<file path="config.mk">
export PLATFORM = sky130hd
export DESIGN_NAME = first_fit_partition_allocator_top
export DESIGN_NICKNAME = d
export VERILOG_FILES = /design/src/rtl/core/ffpa_pkg.sv /design/src/rtl/core/ffpa_ram.sv /design/src/rtl/core/ffpa_ctrl.sv /design/src/rtl/core/ffpa_datapath.sv /design/src/rtl/core/first_fit_partition_allocator_top.sv
export SDC_FILE = /design/constraint.sdc
export NUM_CORES = 1
export LEC_CHECK = 0
export BUFFER_PORTS_ARGS = -buffer_cell sky130_fd_sc_hd__buf_2
export CAP_MARGIN = 25
export CORE_AREA = 2 2 250 252
export CTS_CLUSTER_DIAMETER = 80
export DETAILED_ROUTE_END_ITERATION = 12
export DIE_AREA = 0 0 252 254
export SLEW_MARGIN = 25
export SYNTH_ARGS = -nofsm -noshare
export SYNTH_HDL_FRONTEND = slang
export SYNTH_HIERARCHICAL = 1
export SYNTH_SLANG_ARGS = --single-unit
</file>
<file path="constraint.sdc">
create_clock -name clk_i -period 4 [get_ports clk_i]
set_input_delay 0 -clock clk_i [delete_from_list [all_inputs] [get_ports clk_i]]
set_output_delay 0 -clock clk_i [all_outputs]
set_load 0.02 [all_outputs]
</file>
<file path="src/rtl/core/ffpa_pkg.sv">
// Shared types and constants for the first-fit partition allocator.
// No dependencies; imported by the controller, datapath and top level.
`timescale 1ns / 1ps
`default_nettype none

package ffpa_pkg;

  localparam int IDX_W = 5;
  localparam int SIZE_W = 16;
  localparam int CNT_W = 6;
  localparam logic [CNT_W-1:0] BLOCK_COUNT_RESET = 6'd32;

  localparam int S_DATA_W = 24;
  localparam int M_DATA_W = 40;

  localparam logic FUNC_LOAD = 1'b0;
  localparam logic FUNC_REQ = 1'b1;

  // controller to datapath
  typedef struct packed {
    logic load;
    logic start;
    logic scan;
    logic take;
    logic publish;
  } cmd_t;

  // datapath to controller
  typedef struct packed {
    logic hit;
    logic more;
    logic pending;
    logic out_busy;
  } sts_t;

endpackage : ffpa_pkg

`default_nettype wire

</file>
<file path="src/rtl/core/ffpa_ram.sv">
// Generic simple dual-port RAM: one write port, one read port with registered read data.
// No dependencies.
`timescale 1ns / 1ps
`default_nettype none

module ffpa_ram #(
  parameter int WIDTH = 16,
  parameter int DEPTH = 32
) (
  input  wire logic                     clk_i,
  input  wire logic                     we_i,
  input  wire logic [$clog2(DEPTH)-1:0] waddr_i,
  input  wire logic [WIDTH-1:0]         wdata_i,
  input  wire logic                     re_i,
  input  wire logic [$clog2(DEPTH)-1:0] raddr_i,
  output logic      [WIDTH-1:0]         rdata_o
);

  logic [WIDTH-1:0] mem_q [DEPTH];

  always_ff @(posedge clk_i) begin
    if (we_i) begin
      mem_q[waddr_i] <= wdata_i;
    end
    if (re_i) begin
      rdata_o <= mem_q[raddr_i];
    end
  end

endmodule : ffpa_ram

`default_nettype wire

</file>
<file path="src/rtl/core/ffpa_ctrl.sv">
// Controller state machine of the allocator: input handshake and scan sequencing.
// Depends on ffpa_pkg; drives the datapath through cmd_t and reads sts_t.
`timescale 1ns / 1ps
`default_nettype none

module ffpa_ctrl
  import ffpa_pkg::*;
(
  input  wire logic clk_i,
  input  wire logic rst_ni,
  input  wire logic in_valid_i,
  input  wire logic in_func_i,
  output logic      in_ready_o,
  input  wire sts_t sts_i,
  output cmd_t      cmd_o
);

  localparam logic [1:0] S_IDLE = 2'd0;
  localparam logic [1:0] S_SCAN = 2'd1;
  localparam logic [1:0] S_DONE = 2'd2;

  logic [1:0] state_q, state_d;
  logic       accept;

  assign in_ready_o = (state_q == S_IDLE);
  assign accept = in_valid_i && in_ready_o;

  always_comb begin
    state_d = state_q;
    cmd_o = '0;
    case (state_q)
      S_IDLE: begin
        if (accept) begin
          if (in_func_i == FUNC_REQ) begin
            cmd_o.start = 1'b1;
            state_d = S_SCAN;
          end else begin
            cmd_o.load = 1'b1;
          end
        end
      end
      S_SCAN: begin
        cmd_o.scan = 1'b1;
        if (sts_i.hit) begin
          cmd_o.take = 1'b1;
          state_d = S_DONE;
        end else if (!sts_i.more && !sts_i.pending) begin
          state_d = S_DONE;
        end
      end
      S_DONE: begin
        if (!sts_i.out_busy) begin
          cmd_o.publish = 1'b1;
          state_d = S_IDLE;
        end
      end
      default: begin
        state_d = S_IDLE;
      end
    endcase
  end

  always_ff @(posedge clk_i or negedge rst_ni) begin
    if (!rst_ni) begin
      state_q <= S_IDLE;
    end else begin
      state_q <= state_d;
    end
  end

endmodule : ffpa_ctrl

`default_nettype wire

</file>
<file path="src/rtl/core/ffpa_datapath.sv">
// Datapath of the allocator: size memory, used marks, scan counter, compare and output register.
// Depends on ffpa_pkg and ffpa_ram; commanded by ffpa_ctrl.
`timescale 1ns / 1ps
`default_nettype none

module ffpa_datapath
  import ffpa_pkg::*;
#(
  parameter int MAX_BLOCKS = 32,
  parameter int SIZE_BITS = 16
) (
  input  wire logic              clk_i,
  input  wire logic              rst_ni,
  input  wire logic              cfg_wr_en_i,
  input  wire logic [CNT_W-1:0]  cfg_wr_data_i,
  input  wire logic [IDX_W-1:0]  in_index_i,
  input  wire logic [SIZE_W-1:0] in_size_i,
  input  wire cmd_t              cmd_i,
  output sts_t                   sts_o,
  input  wire logic              out_ready_i,
  output logic                   out_valid_o,
  output logic                   out_granted_o,
  output logic [IDX_W-1:0]       out_block_o,
  output logic [SIZE_W-1:0]      out_size_o,
  output logic [SIZE_W-1:0]      out_left_o
);

  localparam int AW = $clog2(MAX_BLOCKS);
  localparam int CW = $clog2(MAX_BLOCKS + 1);
  localparam int XW = (AW > IDX_W) ? AW : IDX_W;
  localparam int LW = (CW > CNT_W) ? CW : CNT_W;
  localparam int EW = SIZE_BITS + SIZE_W;

  logic [CNT_W-1:0]     cnt_q;
  logic [CW-1:0]        lim_q, k_q;
  logic [SIZE_BITS-1:0] req_q;
  logic                 cmp_valid_q, cmp_used_q;
  logic [AW-1:0]        cmp_idx_q;
  logic [MAX_BLOCKS-1:0] used_q;

  logic                 res_granted_q;
  logic [AW-1:0]        res_idx_q;
  logic [SIZE_BITS-1:0] res_size_q, res_left_q;

  logic                 out_valid_q, out_granted_q;
  logic [IDX_W-1:0]     out_block_q;
  logic [SIZE_W-1:0]    out_size_q, out_left_q;

  logic [XW-1:0]        in_idx_ext;
  logic [AW-1:0]        in_addr;
  logic                 in_idx_ok;
  logic [EW-1:0]        in_size_ext;
  logic [SIZE_BITS-1:0] in_sz;
  logic [LW-1:0]        lim_ext;
  logic [AW-1:0]        scan_addr;
  logic                 issue;
  logic [SIZE_BITS-1:0] rd_data;
  logic                 hit;
  logic [XW-1:0]        res_idx_ext;
  logic [EW-1:0]        res_size_ext, res_left_ext;

  assign in_idx_ext = XW'(in_index_i);
  assign in_addr = in_idx_ext[AW-1:0];
  assign in_idx_ok = (32'(in_index_i) < MAX_BLOCKS);
  assign in_size_ext = {{SIZE_BITS{1'b0}}, in_size_i};
  assign in_sz = in_size_ext[SIZE_BITS-1:0];

  // saturate the partition count to the table depth
  assign lim_ext = (LW'(cnt_q) > LW'(MAX_BLOCKS)) ? LW'(MAX_BLOCKS) : LW'(cnt_q);

  assign scan_addr = k_q[AW-1:0];
  assign issue = cmd_i.scan && (k_q < lim_q);

  ffpa_ram #(
    .WIDTH (SIZE_BITS),
    .DEPTH (MAX_BLOCKS)
  ) u_size_ram (
    .clk_i   (clk_i),
    .we_i    (cmd_i.load && in_idx_ok),
    .waddr_i (in_addr),
    .wdata_i (in_sz),
    .re_i    (issue),
    .raddr_i (scan_addr),
    .rdata_o (rd_data)
  );

  assign hit = cmp_valid_q && !cmp_used_q && (rd_data >= req_q);

  assign sts_o.hit = hit;
  assign sts_o.more = (k_q < lim_q);
  assign sts_o.pending = cmp_valid_q;
  assign sts_o.out_busy = out_valid_q && !out_ready_i;

  always_ff @(posedge clk_i or negedge rst_ni) begin
    if (!rst_ni) begin
      cnt_q <= BLOCK_COUNT_RESET;
      used_q <= '0;
      cmp_valid_q <= 1'b0;
      k_q <= '0;
      lim_q <= '0;
      out_valid_q <= 1'b0;
    end else begin
      if (cfg_wr_en_i) begin
        cnt_q <= cfg_wr_data_i;
      end
      if (cmd_i.load && in_idx_ok) begin
        used_q[in_addr] <= 1'b0;
      end
      if (cmd_i.take) begin
        used_q[cmp_idx_q] <= 1'b1;
      end
      if (cmd_i.start) begin
        k_q <= '0;
        lim_q <= lim_ext[CW-1:0];
      end else if (issue) begin
        k_q <= k_q + 1'b1;
      end
      cmp_valid_q <= issue;
      if (cmd_i.publish) begin
        out_valid_q <= 1'b1;
      end else if (out_ready_i) begin
        out_valid_q <= 1'b0;
      end
    end
  end

  always_ff @(posedge clk_i) begin
    if (issue) begin
      cmp_idx_q <= scan_addr;
      cmp_used_q <= used_q[scan_addr];
    end
    if (cmd_i.start) begin
      req_q <= in_sz;
      res_granted_q <= 1'b0;
      res_idx_q <= '0;
      res_size_q <= '0;
      res_left_q <= '0;
    end else if (cmd_i.take) begin
      res_granted_q <= 1'b1;
      res_idx_q <= cmp_idx_q;
      res_size_q <= rd_data;
      res_left_q <= rd_data - req_q;
    end
    if (cmd_i.publish) begin
      out_granted_q <= res_granted_q;
      out_block_q <= res_idx_ext[IDX_W-1:0];
      out_size_q <= res_size_ext[SIZE_W-1:0];
      out_left_q <= res_left_ext[SIZE_W-1:0];
    end
  end

  assign res_idx_ext = XW'(res_idx_q);
  assign res_size_ext = {{SIZE_W{1'b0}}, res_size_q};
  assign res_left_ext = {{SIZE_W{1'b0}}, res_left_q};

  assign out_valid_o = out_valid_q;
  assign out_granted_o = out_granted_q;
  assign out_block_o = out_block_q;
  assign out_size_o = out_size_q;
  assign out_left_o = out_left_q;

  a_take_marks_used: assert property (@(posedge clk_i) disable iff (!rst_ni)
    cmd_i.take |=> used_q[$past(cmp_idx_q)])
    else $error("taken partition not marked used");

  a_publish_not_busy: assert property (@(posedge clk_i) disable iff (!rst_ni)
    cmd_i.publish |-> !(out_valid_q && !out_ready_i))
    else $error("result overwritten while stalled");

  a_scan_in_range: assert property (@(posedge clk_i) disable iff (!rst_ni)
    k_q <= lim_q)
    else $error("scan counter past limit");

  a_take_on_hit: assert property (@(posedge clk_i) disable iff (!rst_ni)
    cmd_i.take |-> (cmp_valid_q && !cmp_used_q))
    else $error("grant of a used or stale partition");

endmodule : ffpa_datapath

`default_nettype wire

</file>
<file path="src/rtl/core/first_fit_partition_allocator_top.sv">
// Top level of the first-fit fixed-partition allocator.
// Depends on ffpa_pkg, ffpa_ctrl, ffpa_datapath and ffpa_ram.
//
// Input stream: tuser carries func (0 load, 1 request); tdata carries the partition index
// and the size. A load writes that partition's size and frees it and gives no item on the
// output. A request scans partitions from index 0 up to one below the configured count
// (saturated to the table depth), one per cycle through the size memory read port, and
// takes the first free one that is large enough.
// Output stream: one item per request; tuser is granted, tdata holds index, size and
// leftover, all zero when nothing fits.
// A request keeps the block busy until its result is published, ending its scan early on a
// hit; the input is not ready meanwhile. The result sits in an output register, so loads
// keep flowing while it waits; a further request finishes its scan and then holds until
// the receiver takes the earlier result. Reset: all partitions free, count set to 32,
// sizes undefined until loaded. Configuration: cfg_wr_en_i writes the partition count;
// the user must write it only while the block is idle; the block does not enforce this.
`timescale 1ns / 1ps
`default_nettype none

module first_fit_partition_allocator_top
  import ffpa_pkg::*;
#(
  parameter int MAX_BLOCKS = 32,
  parameter int SIZE_BITS = 16
) (
  input  wire logic                clk_i,
  input  wire logic                rst_ni,
  input  wire logic                cfg_wr_en_i,
  input  wire logic [CNT_W-1:0]    cfg_wr_data_i,
  input  wire logic                s_axis_tvalid_i,
  output logic                     s_axis_tready_o,
  input  wire logic [S_DATA_W-1:0] s_axis_tdata_i,  // block_index, size, zero pad
  input  wire logic                s_axis_tuser_i,  // func
  output logic                     m_axis_tvalid_o,
  input  wire logic                m_axis_tready_i,
  output logic [M_DATA_W-1:0]      m_axis_tdata_o,  // chosen_block, chosen_size, leftover, pad
  output logic                     m_axis_tuser_o   // granted
);

  cmd_t              cmd;
  sts_t              sts;
  logic [IDX_W-1:0]  out_block;
  logic [SIZE_W-1:0] out_size, out_left;

  ffpa_ctrl u_ctrl (
    .clk_i      (clk_i),
    .rst_ni     (rst_ni),
    .in_valid_i (s_axis_tvalid_i),
    .in_func_i  (s_axis_tuser_i),
    .in_ready_o (s_axis_tready_o),
    .sts_i      (sts),
    .cmd_o      (cmd)
  );

  ffpa_datapath #(
    .MAX_BLOCKS (MAX_BLOCKS),
    .SIZE_BITS  (SIZE_BITS)
  ) u_datapath (
    .clk_i         (clk_i),
    .rst_ni        (rst_ni),
    .cfg_wr_en_i   (cfg_wr_en_i),
    .cfg_wr_data_i (cfg_wr_data_i),
    .in_index_i    (s_axis_tdata_i[IDX_W-1:0]),
    .in_size_i     (s_axis_tdata_i[IDX_W+SIZE_W-1:IDX_W]),
    .cmd_i         (cmd),
    .sts_o         (sts),
    .out_ready_i   (m_axis_tready_i),
    .out_valid_o   (m_axis_tvalid_o),
    .out_granted_o (m_axis_tuser_o),
    .out_block_o   (out_block),
    .out_size_o    (out_size),
    .out_left_o    (out_left)
  );

  assign m_axis_tdata_o = {(M_DATA_W - IDX_W - 2 * SIZE_W)'(0), out_left, out_size, out_block};

endmodule : first_fit_partition_allocator_top

`default_nettype wire
</file>
==> summary.md <==
| Metric | Value |
|---|---|
| Outcome | `finished clean` |
| Commonest non-fill, non-tap cells in the layout | `edfxtp_1, mux2i_1, nor2_1` |
| Fmax | `approximately 0.30 GHz` |
| Final hold vios | `0` |
| TritonCTS Sinks | `680` |
| Row count | `91` |
| N_diodes | `0` |
| Yosys top cell area share | `0.644` |
| Worst VDD drop | `roughly 440 uV` |
| Worst hold path cell count | `1` |
| Post-Place Worst Slack | `approximately 620 ps` |
| Synthesized area per cell | `15.9 um2` |
| GRT Overall Usage | `0.197` |
| Grt ovf | `0` |
| CTS Buf Count | `73` |
| Avg WL per Cell | `~23 um` |
| Synth top area cells | `edfxtp_1, mux2i_1, dfrtp_1` |
| Crit Reg-Reg Startpoint | `u_datapath/u_size_ram/rdata_o[0]` |
| Main synth FF type | `edfxtp_1` |
| Fin crit period | `about 3400 ps` |
| Die width | `around 250 um` |
| Post-CTS setup buffers | `0` |
| Power, Total | `approximately 21 mW` |
| Setup TNS | `0 ps` |
| Register area share after synthesis | `0.721` |
| GP Congestion | `0.819` |
| Number of remaining DRC errors | `0` |
| Delay-heaviest family, CP | `compound AO/OA/AOI/OAI gates` |
| Synth Instances | `around 1.7k` |
| RSZ-0062 raised after global routing | `false` |
| Worst hold start | `s_axis_tdata_i[18]` |
| Startpoint types | `flop` |
| Worst skew pair latency | `roughly 620 ps` |
| Setup violators final | `0` |
| Area delta synth->final | `14.3%` |
| Total Routed Length | `around 63000 um` |
| Period utilization | `0.847` |
| PwrDens | `between 600 and 700 nW/um2` |
| Critical-path top delay cell | `fa_1` |
| Max-cap violations | `0` |
| Initial DRC Count | `about 1.3k` |
| CTS root buf | `clkbuf_16` |
| Drt pass-1 iters | `5` |
| Die Span Y | `254 um` |
| Reg-to-reg slack, setup | `around 600 ps` |
| Post-Syn Area | `between 20000 and 30000 um2` |
| CP Max Fanout | `27` |
| H-tree depth | `3` |
| Crit path buf inv count | `2` |
| Clk pin slew, worst setup/hold paths | `about 60 ps` |
| CORE AREA | `61300 um2` |
| HP Class | `in2reg` |
| Worst EP arrival | `3880 ps` |
| Netlist cell types | `63` |
| Longest Clk Path Bufs | `3` |
| ANT nets after route | `0` |
| Final #Nets | `1929` |
| Largest net degree at the start of global routing | `roughly 80` |
| Vias | `about 15k` |
| Final slew viol count | `0` |
| Worst Hold Margin | `roughly 5 ps` |
| Synth Register Bits | `~700` |
| Crit path largest cell delay | `about 410 ps` |
| Hpwl dp | `around 38000 um` |
| FF-to-FF path depth | `13` |
| Worst clock skew | `~32 ps` |
| Largest area contributor in the netlist | `edfxtp_1` |
| Hold EP | `u_datapath/u_size_ram/mem_q[8][13]` |
| Initial Util | `0.448` |
| Worst reg2reg endpoint | `u_datapath/res_left_q[13]` |
| Commonest non-fill, non-tap cell in the layout | `edfxtp_1` |
| Crit Path Category | `reg2reg` |
| CTS tree | `done` |
| Num ports | `79` |
| Vias per cell | `approximately 5.6` |
| Endpoint class of the critical path | `flop` |
| Post-layout util | `0.512` |
| Initial antenna violation count | `0` |
| Ys async rst share | `0.0794` |
| Critical path cell sequence | `inv_1 > ha_1 > fa_1 > nor2b_1 > o2111ai_1 > a21oi_1 > nor3_1 > nor2_1 > o41a_1 > and2_2 > buf_12 > nand2b_1 > o41ai_1` |
| Port bufs | `72` |
| Die footprint | `64000 um2` |
| Post-route setup slack | `between 600 and 700 ps` |
| Worst-margin pin slew | `about 940 ps` |
| Share of layout cells above drive strength 1 | `0.142` |
| Slew margin rel. | `0.370` |
| Lkg Pwr | `between 10 and 15 nW` |
| First-pass GRT wire length | `93700 um` |
| Number of synthesized flops with an enable pin | `588` |
| Vias in the first global route | `between 15k and 20k` |
| CP required | `roughly 4500 ps` |
| Ys Warns | `6` |
| PostCTS Resize Cnt | `0` |
[synthesized netlist by cell type, types with 20 or more instances]
| library cell | instances |
|---|---|
| nand2_1 | 61 |
| a22o_1 | 33 |
| clkbuf_1 | 31 |
| o21ai_0 | 64 |
| nor2_1 | 88 |
| a21oi_1 | 54 |
| edfxtp_1 | 588 |
| dfrtp_1 | 53 |
| nor3_1 | 22 |
| mux2i_1 | 282 |
| buf_4 | 24 |
| nand3_1 | 44 |
| dfxtp_1 | 38 |
| a22oi_1 | 64 |
| ha_1 | 22 |
| nand4_1 | 20 |
| inv_1 | 29 |
[per-stage QoR]
stage,std cells,instance area (um2)
finish,2711,31300
global route,2711,31300
CTS,2710,31300
detailed placement,2559,28700
global placement,2559,28700
floorplan,1728,27400
[worst max-delay path by stage]
stage                                endpoint  slack, ps                        startpoint  cells past startpoint
finish              u_datapath/res_left_q[13]        610  u_datapath/u_size_ram/rdata_o[0]                     13
global route        u_datapath/res_left_q[13]        390  u_datapath/u_size_ram/rdata_o[0]                     13
CTS                 u_datapath/res_left_q[13]        600  u_datapath/u_size_ram/rdata_o[0]                     13
detailed placement  u_datapath/res_left_q[13]        620  u_datapath/u_size_ram/rdata_o[0]                     13
global placement        u_datapath/used_q[24]        760               u_datapath/req_q[0]                     11
floorplan           u_datapath/res_idx_ext[0]        890               u_datapath/req_q[0]                     14
[report_power, final]
| part | switching, mW | total [mW] | internal [mW] |
|---|---|---|---|
| clock network | 2.69 | 6.72 | 4.04 |
| logic | 3.46 | 5.67 | 2.21 |
| registers | 0.475 | 8.98 | 8.50 |
| total | 6.63 | 21.4 | 14.7 |
[cell type report]
type	instances	area [um2]
Clock buffer	96	2000
Tap cell	790	988
Inverter	29	109
Timing Repair Buffer	162	1170
Sequential cell	680	19800
Fill cell	5069	29900
Multi-Input combinational cell	924	6900
Clock inverter	30	390
[registers in the layout, indices dropped and copies added, names as in the netlist]
| signal | count |
|---|---|
| u_datapath/out_size_o | 16 |
| u_datapath/out_block_o | 5 |
| u_datapath/cmp_used_q | 1 |
| u_datapath/lim_q | 6 |
| u_datapath/out_valid_o | 1 |
| u_datapath/res_idx_ext | 5 |
| u_datapath/cmp_idx_q | 5 |
| u_datapath/u_size_ram/mem_q | 512 |
| u_datapath/req_q | 16 |
| u_datapath/cmp_valid_q | 1 |
| u_datapath/k_q | 6 |
| u_datapath/out_granted_o | 1 |
| u_datapath/res_granted_q | 1 |
| u_datapath/res_left_q | 16 |
| u_ctrl/state_q | 2 |
| u_datapath/used_q | 32 |
| u_datapath/cnt_q | 6 |
| u_datapath/out_left_o | 16 |
| u_datapath/u_size_ram/rdata_o | 16 |
| u_datapath/res_size_q | 16 |
[routing by layer]
metal | GRT usage | part of all wire
met1 | 0.266 | 0.44
met2 | 0.319 | 0.48
met3 | 0.0368 | 0.051
met4 | 0.0710 | 0.031
met5 | 0 | 0
[cells by family after synthesis]
family | after synthesis | share of synthesized area
flip-flops | 680 | 0.721
AND/OR/NAND/NOR | 299 | 0.0538
buffers and inverters | 124 | 0.0285
multiplexers | 301 | 0.115
AO/OA/AOI/OAI | 287 | 0.0673
XOR/XNOR | 11 | 0.00351
other | 1 | 0.000137
adder cells (fa/ha/maj) | 23 | 0.0108
[what timing repair did]
| item | CTS | global route |
|---|---|---|
| endpoints found under the hold margin | 229 | 0 |
| hold buffers | 25 | 0 |
| setup endpoints to repair | 0 | 0 |
Note: power is estimated with default switching activity, not from simulation.
